--- config.mk ---
export PLATFORM = sky130hd
export DESIGN_NAME = key_and_encoder_debounce_events
export DESIGN_NICKNAME = d
export VERILOG_FILES = /design/src/rtl/core/kaed_pkg.sv /design/src/rtl/core/kaed_front.sv /design/src/rtl/core/kaed_back.sv /design/src/rtl/core/key_and_encoder_debounce_events.sv
export SDC_FILE = /design/constraint.sdc
export NUM_CORES = 1
export LEC_CHECK = 0
export BUFFER_PORTS_ARGS = -buffer_cell sky130_fd_sc_hd__buf_4
export CAP_MARGIN = 10
export CORE_AREA = 2 2 294 296
export DETAILED_ROUTE_END_ITERATION = 10
export DIE_AREA = 0 0 296 298
export PLACE_DENSITY = 0.72
export SYNTH_ARGS = -nofsm -noshare
export SYNTH_HDL_FRONTEND = slang
export SYNTH_SLANG_ARGS = --single-unit
--- constraint.sdc ---
create_clock -name i_clk -period 11.67 [get_ports i_clk]
set_input_delay 0.5835 -clock i_clk [delete_from_list [all_inputs] [get_ports i_clk]]
set_output_delay 0.5835 -clock i_clk [all_outputs]
set_load 0.02 [all_outputs]
--- src/rtl/core/kaed_pkg.sv ---
// Shared types and constants of the key and encoder debounce event block.
// Used by the front, back, top level and checker; depends on nothing else.
package kaed_pkg;

    localparam int RAW_W  = 16;
    localparam int TIME_W = 32;
    localparam int DB_W   = 16;

    // Configuration register indexes
    localparam logic CFG_KEY_DB = 1'b0;
    localparam logic CFG_ENC_DB = 1'b1;

    localparam logic [DB_W-1:0] DB_RESET = 16'd20;

    // Event kinds
    localparam logic [2:0] EV_KEY_DOWN = 3'd0;
    localparam logic [2:0] EV_KEY_UP   = 3'd1;
    localparam logic [2:0] EV_ROTATE   = 3'd2;
    localparam logic [2:0] EV_PRESS    = 3'd3;
    localparam logic [2:0] EV_RELEASE  = 3'd4;

    // Rotation codes
    localparam logic [1:0] DIR_STILL = 2'd0;
    localparam logic [1:0] DIR_CW    = 2'd1;
    localparam logic [1:0] DIR_CCW   = 2'd2;

    typedef struct packed {
        logic [RAW_W-1:0]  raw_keys;
        logic [TIME_W-1:0] now_ms;
        logic [1:0]        enc1_dir;
        logic              enc1_button;
        logic [1:0]        enc2_dir;
        logic              enc2_button;
    } t_scan;

    typedef struct packed {
        logic [2:0] event_kind;
        logic [3:0] key_index;
        logic       encoder_id;
        logic [1:0] direction;
        logic       last;
    } t_event;

    // Classified scan as it waits in the queue
    typedef struct packed {
        logic [RAW_W-1:0]  keys;
        logic [TIME_W-1:0] now_ms;
        logic [1:0]        dir1;
        logic              rot1;
        logic              btn1;
        logic [1:0]        dir2;
        logic              rot2;
        logic              btn2;
    } t_job;

    typedef enum logic [1:0] {
        BS_IDLE = 2'b01,
        BS_RUN  = 2'b10
    } t_bstate;

endpackage

--- src/rtl/core/kaed_front.sv ---
// Front part: accepts scan items, classifies them and queues them (two deep).
// Depends on kaed_pkg.
module kaed_front #(
    parameter int KEY_COUNT = 16
) (
    input  logic           i_clk,
    input  logic           i_rst_n,
    input  logic           i_in_valid,
    input  kaed_pkg::t_scan i_in_item,
    output logic           o_in_stall,
    output logic           o_job_vld,
    output kaed_pkg::t_job o_job,
    input  logic           i_job_pop
);
    import kaed_pkg::*;

    localparam logic [RAW_W-1:0] KEY_MASK = {RAW_W{1'b1}} >> (RAW_W - KEY_COUNT);

    t_job       r_q [2];
    logic       r_wp, r_rp;
    logic [1:0] r_cnt;
    t_job       cls;
    logic       push, pop;

    // Classify: drop keys outside the matrix, flag real rotations
    always_comb begin
        cls.keys   = i_in_item.raw_keys & KEY_MASK;
        cls.now_ms = i_in_item.now_ms;
        cls.dir1   = i_in_item.enc1_dir;
        cls.rot1   = (i_in_item.enc1_dir == DIR_CW) || (i_in_item.enc1_dir == DIR_CCW);
        cls.btn1   = i_in_item.enc1_button;
        cls.dir2   = i_in_item.enc2_dir;
        cls.rot2   = (i_in_item.enc2_dir == DIR_CW) || (i_in_item.enc2_dir == DIR_CCW);
        cls.btn2   = i_in_item.enc2_button;
    end

    assign o_in_stall = (r_cnt == 2'd2);
    assign push       = i_in_valid && !o_in_stall;
    assign pop        = i_job_pop && (r_cnt != 2'd0);
    assign o_job_vld  = (r_cnt != 2'd0);
    assign o_job      = r_q[r_rp];

    // Store queue entries
    always_ff @(posedge i_clk) begin
        if (push) begin
            r_q[r_wp] <= cls;
        end
    end

    // Advance pointers and count
    always_ff @(posedge i_clk) begin
        if (!i_rst_n) begin
            r_wp  <= 1'b0;
            r_rp  <= 1'b0;
            r_cnt <= 2'd0;
        end else begin
            if (push) begin
                r_wp <= ~r_wp;
            end
            if (pop) begin
                r_rp <= ~r_rp;
            end
            case ({push, pop})
                2'b10:   r_cnt <= r_cnt + 2'd1;
                2'b01:   r_cnt <= r_cnt - 2'd1;
                default: r_cnt <= r_cnt;
            endcase
        end
    end

endmodule

--- src/rtl/core/kaed_back.sv ---
// Back part: walks one queued scan step by step, keeps the debounce state,
// and delivers events through a hold stage and an output register. Uses kaed_pkg.
module kaed_back #(
    parameter int KEY_COUNT = 16
) (
    input  logic              i_clk,
    input  logic              i_rst_n,
    input  logic              i_cfg_we,
    input  logic              i_cfg_idx,
    input  logic [15:0]       i_cfg_data,
    input  logic              i_job_vld,
    input  kaed_pkg::t_job    i_job,
    output logic              o_job_pop,
    output logic              o_out_valid,
    output kaed_pkg::t_event  o_out_item,
    input  logic              i_out_stall
);
    import kaed_pkg::*;

    localparam int SW = $clog2(KEY_COUNT + 5);
    localparam int KW = (KEY_COUNT > 1) ? $clog2(KEY_COUNT) : 1;
    localparam logic [SW-1:0] ST_E0R  = SW'(KEY_COUNT);
    localparam logic [SW-1:0] ST_E0B  = SW'(KEY_COUNT + 1);
    localparam logic [SW-1:0] ST_E1R  = SW'(KEY_COUNT + 2);
    localparam logic [SW-1:0] ST_E1B  = SW'(KEY_COUNT + 3);
    localparam logic [SW-1:0] ST_DONE = SW'(KEY_COUNT + 4);

    t_bstate            r_state;
    logic [SW-1:0]      r_step;
    t_job               r_job;
    t_event             r_hold;
    logic               r_hold_vld;
    t_event             r_out;
    logic               r_out_vld;
    logic [DB_W-1:0]    r_key_db, r_enc_db;
    logic [KEY_COUNT-1:0] r_stable;
    logic [TIME_W-1:0]  r_key_time [KEY_COUNT];
    logic [1:0]         r_enc_stable;
    logic [TIME_W-1:0]  r_enc_time [2];

    logic [KW-1:0]      key_i;
    logic               enc_id;
    logic               btn;
    logic [TIME_W-1:0]  age;
    logic [TIME_W-1:0]  thr;
    logic               late;
    logic               ev_fire, key_upd, enc_upd;
    t_event             ev;
    logic               out_free, can_go, advance, push, finish;
    t_event             push_data;

    assign key_i  = r_step[KW-1:0];
    assign enc_id = (r_step == ST_E1R) || (r_step == ST_E1B);
    assign btn    = enc_id ? r_job.btn2 : r_job.btn1;

    // Pick the age and threshold of the current key or button
    always_comb begin
        if (r_step < ST_E0R) begin
            age = r_job.now_ms - r_key_time[key_i];
            thr = TIME_W'(r_key_db);
        end else begin
            age = r_job.now_ms - r_enc_time[enc_id];
            thr = TIME_W'(r_enc_db);
        end
    end
    assign late = age > thr;

    // Decide whether the current step gives an event
    always_comb begin
        ev_fire        = 1'b0;
        key_upd        = 1'b0;
        enc_upd        = 1'b0;
        ev.event_kind  = EV_KEY_DOWN;
        ev.key_index   = 4'd0;
        ev.encoder_id  = enc_id;
        ev.direction   = DIR_STILL;
        ev.last        = 1'b0;
        if (r_step < ST_E0R) begin
            ev.encoder_id = 1'b0;
            ev.key_index  = 4'(r_step);
            ev.event_kind = r_job.keys[key_i] ? EV_KEY_DOWN : EV_KEY_UP;
            key_upd       = (r_job.keys[key_i] != r_stable[key_i]) && late;
            ev_fire       = key_upd;
        end else if (r_step == ST_E0R) begin
            ev.event_kind = EV_ROTATE;
            ev.direction  = r_job.dir1;
            ev_fire       = r_job.rot1;
        end else if (r_step == ST_E1R) begin
            ev.event_kind = EV_ROTATE;
            ev.direction  = r_job.dir2;
            ev_fire       = r_job.rot2;
        end else if ((r_step == ST_E0B) || (r_step == ST_E1B)) begin
            ev.event_kind = btn ? EV_PRESS : EV_RELEASE;
            enc_upd       = (btn != r_enc_stable[enc_id]) && late;
            ev_fire       = enc_upd;
        end
    end

    // Handshake between sequencer, hold stage and output register
    always_comb begin
        out_free  = !r_out_vld || !i_out_stall;
        can_go    = !ev_fire || !r_hold_vld || out_free;
        advance   = 1'b0;
        push      = 1'b0;
        finish    = 1'b0;
        push_data = r_hold;
        o_job_pop = 1'b0;
        unique case (r_state)
            BS_IDLE: begin
                o_job_pop = i_job_vld;
            end
            BS_RUN: begin
                if (r_step != ST_DONE) begin
                    advance = can_go;
                    push    = ev_fire && r_hold_vld && can_go;
                end else if (r_hold_vld) begin
                    push           = out_free;
                    push_data.last = 1'b1;
                    finish         = out_free;
                end else begin
                    finish = 1'b1;
                end
            end
            default: begin
                o_job_pop = 1'b0;
            end
        endcase
    end

    assign o_out_valid = r_out_vld;
    assign o_out_item  = r_out;

    // Hold payload registers
    always_ff @(posedge i_clk) begin
        if (o_job_pop) begin
            r_job <= i_job;
        end
        if (advance && ev_fire) begin
            r_hold <= ev;
        end
        if (push) begin
            r_out <= push_data;
        end
    end

    // Sequence, debounce state and configuration
    always_ff @(posedge i_clk) begin
        if (!i_rst_n) begin
            r_state      <= BS_IDLE;
            r_step       <= '0;
            r_hold_vld   <= 1'b0;
            r_out_vld    <= 1'b0;
            r_key_db     <= DB_RESET;
            r_enc_db     <= DB_RESET;
            r_stable     <= '0;
            r_enc_stable <= 2'b00;
            for (int k = 0; k < KEY_COUNT; k++) begin
                r_key_time[k] <= '0;
            end
            r_enc_time[0] <= '0;
            r_enc_time[1] <= '0;
        end else begin
            if (i_cfg_we) begin
                if (i_cfg_idx == CFG_KEY_DB) begin
                    r_key_db <= i_cfg_data;
                end else if (i_cfg_idx == CFG_ENC_DB) begin
                    r_enc_db <= i_cfg_data;
                end
            end
            if (push) begin
                r_out_vld <= 1'b1;
            end else if (!i_out_stall) begin
                r_out_vld <= 1'b0;
            end
            if (o_job_pop) begin
                r_state <= BS_RUN;
                r_step  <= '0;
            end
            if (advance) begin
                r_step <= r_step + SW'(1);
                if (ev_fire) begin
                    r_hold_vld <= 1'b1;
                end
                if (key_upd) begin
                    r_stable[key_i]   <= r_job.keys[key_i];
                    r_key_time[key_i] <= r_job.now_ms;
                end
                if (enc_upd) begin
                    r_enc_stable[enc_id] <= btn;
                    r_enc_time[enc_id]   <= r_job.now_ms;
                end
            end
            if (finish) begin
                r_hold_vld <= 1'b0;
                r_state    <= BS_IDLE;
            end
        end
    end

endmodule

--- src/rtl/core/key_and_encoder_debounce_events.sv ---
// Top level of the key matrix and encoder debounce event generator.
// Joins kaed_front and kaed_back; types from kaed_pkg.
//
//  channel  | valid        | stall        | payload
//  ---------+--------------+--------------+-------------------------
//  scan in  | i_in_valid   | o_in_stall   | i_in_item  (t_scan)
//  event out| o_out_valid  | i_out_stall  | o_out_item (t_event)
//  config   | i_cfg_we     | (none)       | i_cfg_idx, i_cfg_data
//
// In the back sequencer a scan passes one load, one step per key, four encoder
// steps and one flush; an event step or the flush waits while the hold stage
// is full and the output register holds a stalled event. A two-entry queue
// takes scans while the sequencer works. Synchronous active-low reset restores
// both debounce times to 20 ms and clears all stable levels and timestamps.
module key_and_encoder_debounce_events #(
    parameter int KEY_COUNT = 16
) (
    input  logic              i_clk,
    input  logic              i_rst_n,
    input  logic              i_cfg_we,
    input  logic              i_cfg_idx,
    input  logic [15:0]       i_cfg_data,
    input  logic              i_in_valid,
    input  kaed_pkg::t_scan   i_in_item,
    output logic              o_in_stall,
    output logic              o_out_valid,
    output kaed_pkg::t_event  o_out_item,
    input  logic              i_out_stall
);
    import kaed_pkg::*;

    logic job_vld;
    logic job_pop;
    t_job job;

    kaed_front #(
        .KEY_COUNT (KEY_COUNT)
    ) u_front (
        .i_clk      (i_clk),
        .i_rst_n    (i_rst_n),
        .i_in_valid (i_in_valid),
        .i_in_item  (i_in_item),
        .o_in_stall (o_in_stall),
        .o_job_vld  (job_vld),
        .o_job      (job),
        .i_job_pop  (job_pop)
    );

    kaed_back #(
        .KEY_COUNT (KEY_COUNT)
    ) u_back (
        .i_clk       (i_clk),
        .i_rst_n     (i_rst_n),
        .i_cfg_we    (i_cfg_we),
        .i_cfg_idx   (i_cfg_idx),
        .i_cfg_data  (i_cfg_data),
        .i_job_vld   (job_vld),
        .i_job       (job),
        .o_job_pop   (job_pop),
        .o_out_valid (o_out_valid),
        .o_out_item  (o_out_item),
        .i_out_stall (i_out_stall)
    );

endmodule

After elaboration in Yosys (flattened, before gate mapping)

Memories as Yosys holds them, arrays and structs flattened. A register that Yosys moved wholly into a read port is not among the register bits.
Index checks and enable logic that the tools add are counted.

Register bits: 84
Memory bits (writable): 688
Input bits: 76
Output and inout bits: 13
Word-level logic and storage cells: 154
Memories: 3

Memories:

| memory            | words | width | rd ports | clocked after memory_dff | write ports | line             | source |
|---|---|---|---|---|---|---|---|
| u_back.r_key_time | 16    | 32    | 1        | 1                        | 16          | kaed_back.sv:37  | `logic [TIME_W-1:0] r_key_time [KEY_COUNT];` |
| u_front.r_q       | 2     | 56    | 1        | 1                        | 1           | kaed_front.sv:19 | `t_job r_q [2];` |
| u_back.r_enc_time | 2     | 32    | 1        | 0                        | 2           | kaed_back.sv:39  | `logic [TIME_W-1:0] r_enc_time [2];` |

Add/sub/neg operators: 5
Magnitude comparators: 6
Equality and inequality tests: 17
Mux-type cells: 65
Bitwise operators: 5
Reductions and logical operators: 33

Operator list:

| cell                  | number |
|---|---|
| $mux W32              | 3 |
| $reduce_or A32 Y1     | 2 |
| $sub A32 B32 Y32      | 2 |
| $mux W1               | 42 |
| $gt A32 B16 Y1        | 1 |
| $eq A5 B5 Y1 const B  | 4 |
| $bwmux W16            | 1 |
| $mux W16              | 1 |
| $mux W3               | 5 |
| $mux W4               | 3 |
| $eq A2 B2 Y1 const B  | 5 |
| $mux W5               | 2 |
| $reduce_and A2 Y1     | 5 |
| $logic_and A1 B1 Y1   | 9 |
| $bmux W1 S4           | 2 |
| $eq A2 B1 Y1 const B  | 4 |
| $logic_or A1 B1 Y1    | 7 |
| $reduce_bool A2 Y1    | 3 |
| $add A5 B1 Y5 const B | 1 |
| $logic_not A1 Y1      | 5 |
| $lt A4 B5 Y1 const B  | 1 |
| $lt A5 B5 Y1 const B  | 1 |
| $ne A5 B5 Y1 const B  | 1 |
| $not A1 Y1            | 5 |
| 13 further kinds      | 16 |

Logic depth before layout (Yosys ltp)

An unclocked memory read counts as a cell.

Depth after elaboration: 21
Depth in mapped cells: 31

By module

A second synthesis with hierarchy kept.

Cells, all modules: 2597
Area, all modules: 38426.9 um^2

Modules (own cells, without submodules):

| module     | times used | cells each | area each (um^2) | sequential area each (um^2) |
|---|---|---|---|---|
| kaed_back  | 1          | 2395       | 34146.5          | 20870.0 |
| kaed_front | 1          | 202        | 4280.4           | 3463.3 |

Worst setup path after synthesis

Ideal clock, no wire load.

Path type: register to register
Start point: register (tool-made name)
End point: memory u_back.r_key_time[15][0], enable pin
Library setup time: 478 ps
Data arrival time: 7012 ps
Slack: 4180 ps
Cell stages (with the launch flop): 27
Path buffers: 4
Path through: dfxtp_1 buf_2 buf_1 buf_1 mux4_2 mux4_2 o21ai_0 ha_1 a21o_1 nand2b_1 o21a_1 o21bai_1 nand2_1 xor2_1 ha_1 a21o_1 a21oi_1 o32ai_1 nor4_1 o221ai_1 a2111oi_2 o211ai_1 or4_4 o31ai_4 buf_4 or2_2 nand2_1

RTL lines:

| element       | line |
|---|---|
| end, declared | kaed_back.sv:37 |

==> out/results.txt <==
post-synth cell types -> 68
drt first pass iters -> 5
clock period minus worst slack -> 9.05 ns
Cell Count Post-Placement -> 3,723
Finished Core Util -> 50.1%
routed wire length -> 94,900 microns
vias in the first global route -> 23,100
Layout Skew -> 0.0279 ns
post-detail-place hpwl -> 56,800 microns
Syn Inst Count -> 2,621
worst r2r dst -> u_back.r_key_time[14][10]
LEAKAGE -> 0.0149 uW
most common cell after layout, fill and taps aside -> edfxtp_1
number of fill cells -> 7,031
first-pass GRT wire length -> 142,000 microns
Slew Viols, Final -> 0
Port Buf Inserts -> 88
Hold Path End -> u_front.r_q[1][53]
Final period util -> 77.5%
final hold vios -> 0
die area -> 88,200 sq um
post-CTS setup buffers -> 0
r2r setup slk -> 2.62 ns
I/O pins -> 89
DIE HEIGHT -> 298 microns
Via density -> 5.77
CTS max path bufs -> 3
largest net degree at the start of global routing -> 89
hold buffers post-CTS -> 0
Pwr Density -> 187 nW/um^2
Post-DRT Antenna Nets -> 0
path depth of the worst reg2reg path -> 23
Die Span X -> 296 microns
htree depth -> 3
total gr overflow -> 0
layout cell share with drive strength beyond 1 -> 20.2%
Critical Path Fanout Max -> 47
CTS tree -> built
routability cong. -> 0.927
RSZ-0062 raised after global routing -> no
flops & latches, synth -> 832
WP buf/inv -> 1
CP cell instances -> buf_4 > mux4_2 > mux4_2 > nor2_1 > a31oi_1 > ha_1 > fa_1 > nand2b_1 > a21o_1 > a2111oi_4 > or2_2 > nor2_1 > xnor2_1 > ha_1 > nand4_1 > a2111oi_0 > nor4_1 > o221ai_1 > a21oi_1 > nor4bb_1 > nand4b_1 > nand4_1 > nand2_2
setup TNS -> 0 ns
largest cells by area after synthesis -> edfxtp_1, mux4_2, and2_1
syn avg cell area -> 14.5 sq um
Num Clock Sinks -> 832
final setup violation count -> 0
Highest Clock Rate -> 111 MHz
worst min-delay path category -> input pin to register
Root Driver -> clkbuf_16
post-cts sizing count -> 0
Final #Nets -> 2,794
nature of the critical path startpoint -> register
kind of cell adding the most delay to the critical path -> simple AND/OR/NAND/NOR gates
Initial Utilization -> 44.8%
Seq/Total Area, Yosys -> 64.0%
Rel. slew slack -> 21.5%
syn_nets -> 2,750
worst hold path depth -> 1
mapped cell area -> 38,000 sq um
area delta synth->final -> 12.0%
crit path kind -> register to register
Async S/R FF share, synth -> 0%
leading cell types in the layout, fill and taps excluded -> edfxtp_1, and2_1, nand2_1, mux4_2, buf_4
core area -> 84,900 sq um
Post-synth EDFFs -> 765
routed length per placed instance -> 24.5 microns
Worst-path clk slew -> 0.06 ns
DRC violations left -> 0
actual slew at the worst max-slew pin -> 1.18 ns
CP required -> 11.77 ns
Setup crit end kind -> register
Non-Filler Instances -> 3,878
Max IR drop VDD -> 0.000193 V
outcome -> completed
max_cap viols -> 0
Worst Path Arrival -> 9.15 ns
top-area cell type share of the netlist area -> 60.4%
clock insertion delay at the later pin of the skew report -> 0.65 ns
crit-path max cell delay -> 0.85 ns
synth warn -> 0
CTS buffer count -> 84
Total GRT Usage -> 21.8%
post-synth top area cell -> edfxtp_1
Slowest cell on crit path -> dfxtp_4
worst hold start -> i_in_item[51]
Iter 0 DRT Violations -> 2,717
Via Count -> 22,400
ANT cells -> 0
worst hold slack -> 0.124 ns
initial antenna violation count -> 1
FP Rows -> 107
Primary FF master, synth -> edfxtp_1
[how the worst max path moves through the flow]
stage / slack [ns] / cells after the start / end
finish: 2.62 / 23 / u_back.r_key_time[14][10]
detailed placement: 2.76 / 21 / u_back.r_key_time[12][15]
global placement: 2.90 / 23 / u_back.r_key_time[15][16]
global route: 2.05 / 23 / u_back.r_key_time[14][9]
CTS: 2.71 / 21 / u_back.r_key_time[12][15]
floorplan: 4.18 / 26 / u_back.r_key_time[15][0]
[per-layer routing]
layer | vias up | wire [microns] | track usage, % | share of wire [%]
li1 | 9846 | - | - | -
met1 | 11300 | 37000 | 29.3 | 39
met2 | 1070 | 46000 | 35.4 | 49
met3 | 184 | 8430 | 4.07 | 8.9
met4 | 0 | 3360 | 7.84 | 3.5
met5 | - | 0 | 0 | 0
[cell usage after synthesis (37+ instances only)]
cell	count
nor4_1	40
and2_1	557
nand2_1	222
a21oi_1	51
edfxtp_1	765
o21ai_0	52
nand3_1	50
nor2_1	37
clkbuf_1	152
dfxtp_1	67
mux2_2	58
mux4_2	169
ha_1	52
mux2i_1	38
[final cells by class]
| type | instances | area, sq um | area share, % |
|---|---|---|---|
| sequential | 832 | 24300 | 57.2 |
| multi-input combinational | 1576 | 13000 | 30.6 |
| clock buffer | 108 | 2230 | 5.25 |
| tap | 1144 | 1430 | 3.36 |
| timing repair buffer | 152 | 1140 | 2.68 |
| clock inverter | 47 | 343 | 0.806 |
| inverter | 19 | 71.3 | 0.168 |
[registers in the layout (all words and copies together), names as in the netlist, named ones only]
signal               flops
u_back.r_key_time      512
u_front.r_q            112
u_back.r_enc_time       64
u_back.r_job            56
u_back.r_enc_db         16
u_back.r_key_db         16
u_back.r_stable         16
u_back.o_out_item       11
u_back.push_data        10
u_back.r_step            5
u_back.r_enc_stable      2
u_back.r_state           2
u_front.r_cnt            2
u_back.o_out_valid       1
u_back.r_hold_vld        1
u_front.r_rp             1
u_front.r_wp             1
[worst reg2reg max path: cells and delay by family, from the launching register on]
kind / cells / cell delay, ns
flops: 1 / 0.85
buf+inv: 1 / 0.77
xor+xnor: 1 / 0.23
simple gates: 10 / 3.61
compound gates: 6 / 1.15
fa+ha+maj: 3 / 0.97
mux: 2 / 0.90
[logic make-up after synthesis]
| logic type | share of synthesized area (%) |
|---|---|
| AO/OA/AOI/OAI | 3.88 |
| adder cells (fa/ha/maj) | 1.76 |
| XOR/XNOR | 0.714 |
| buffers and inverters | 2.23 |
| flip-flops | 64.0 |
| AND/OR/NAND/NOR | 14.7 |
| multiplexers | 12.7 |
[stage by stage]
step | worst slack (ns) | total power, uW | cell area, sq um
after floorplan | 4.18 | 4950 | 38000
after global placement | 2.90 | 5430 | 40000
after detailed placement | 2.76 | 5470 | 40000
after CTS | 2.71 | 7990 | 42600
after global routing | 2.05 | 8320 | 42600
final | 2.62 | 7980 | 42600
[report_power, final]
group	switching, uW	internal (uW)	total, uW	leakage [uW]
clock network	1110	1420	2540	0.00125
registers	308	3550	3850	0.00825
logic	938	649	1590	0.00540
No activity file was read; power rests on OpenSTA's default activity.
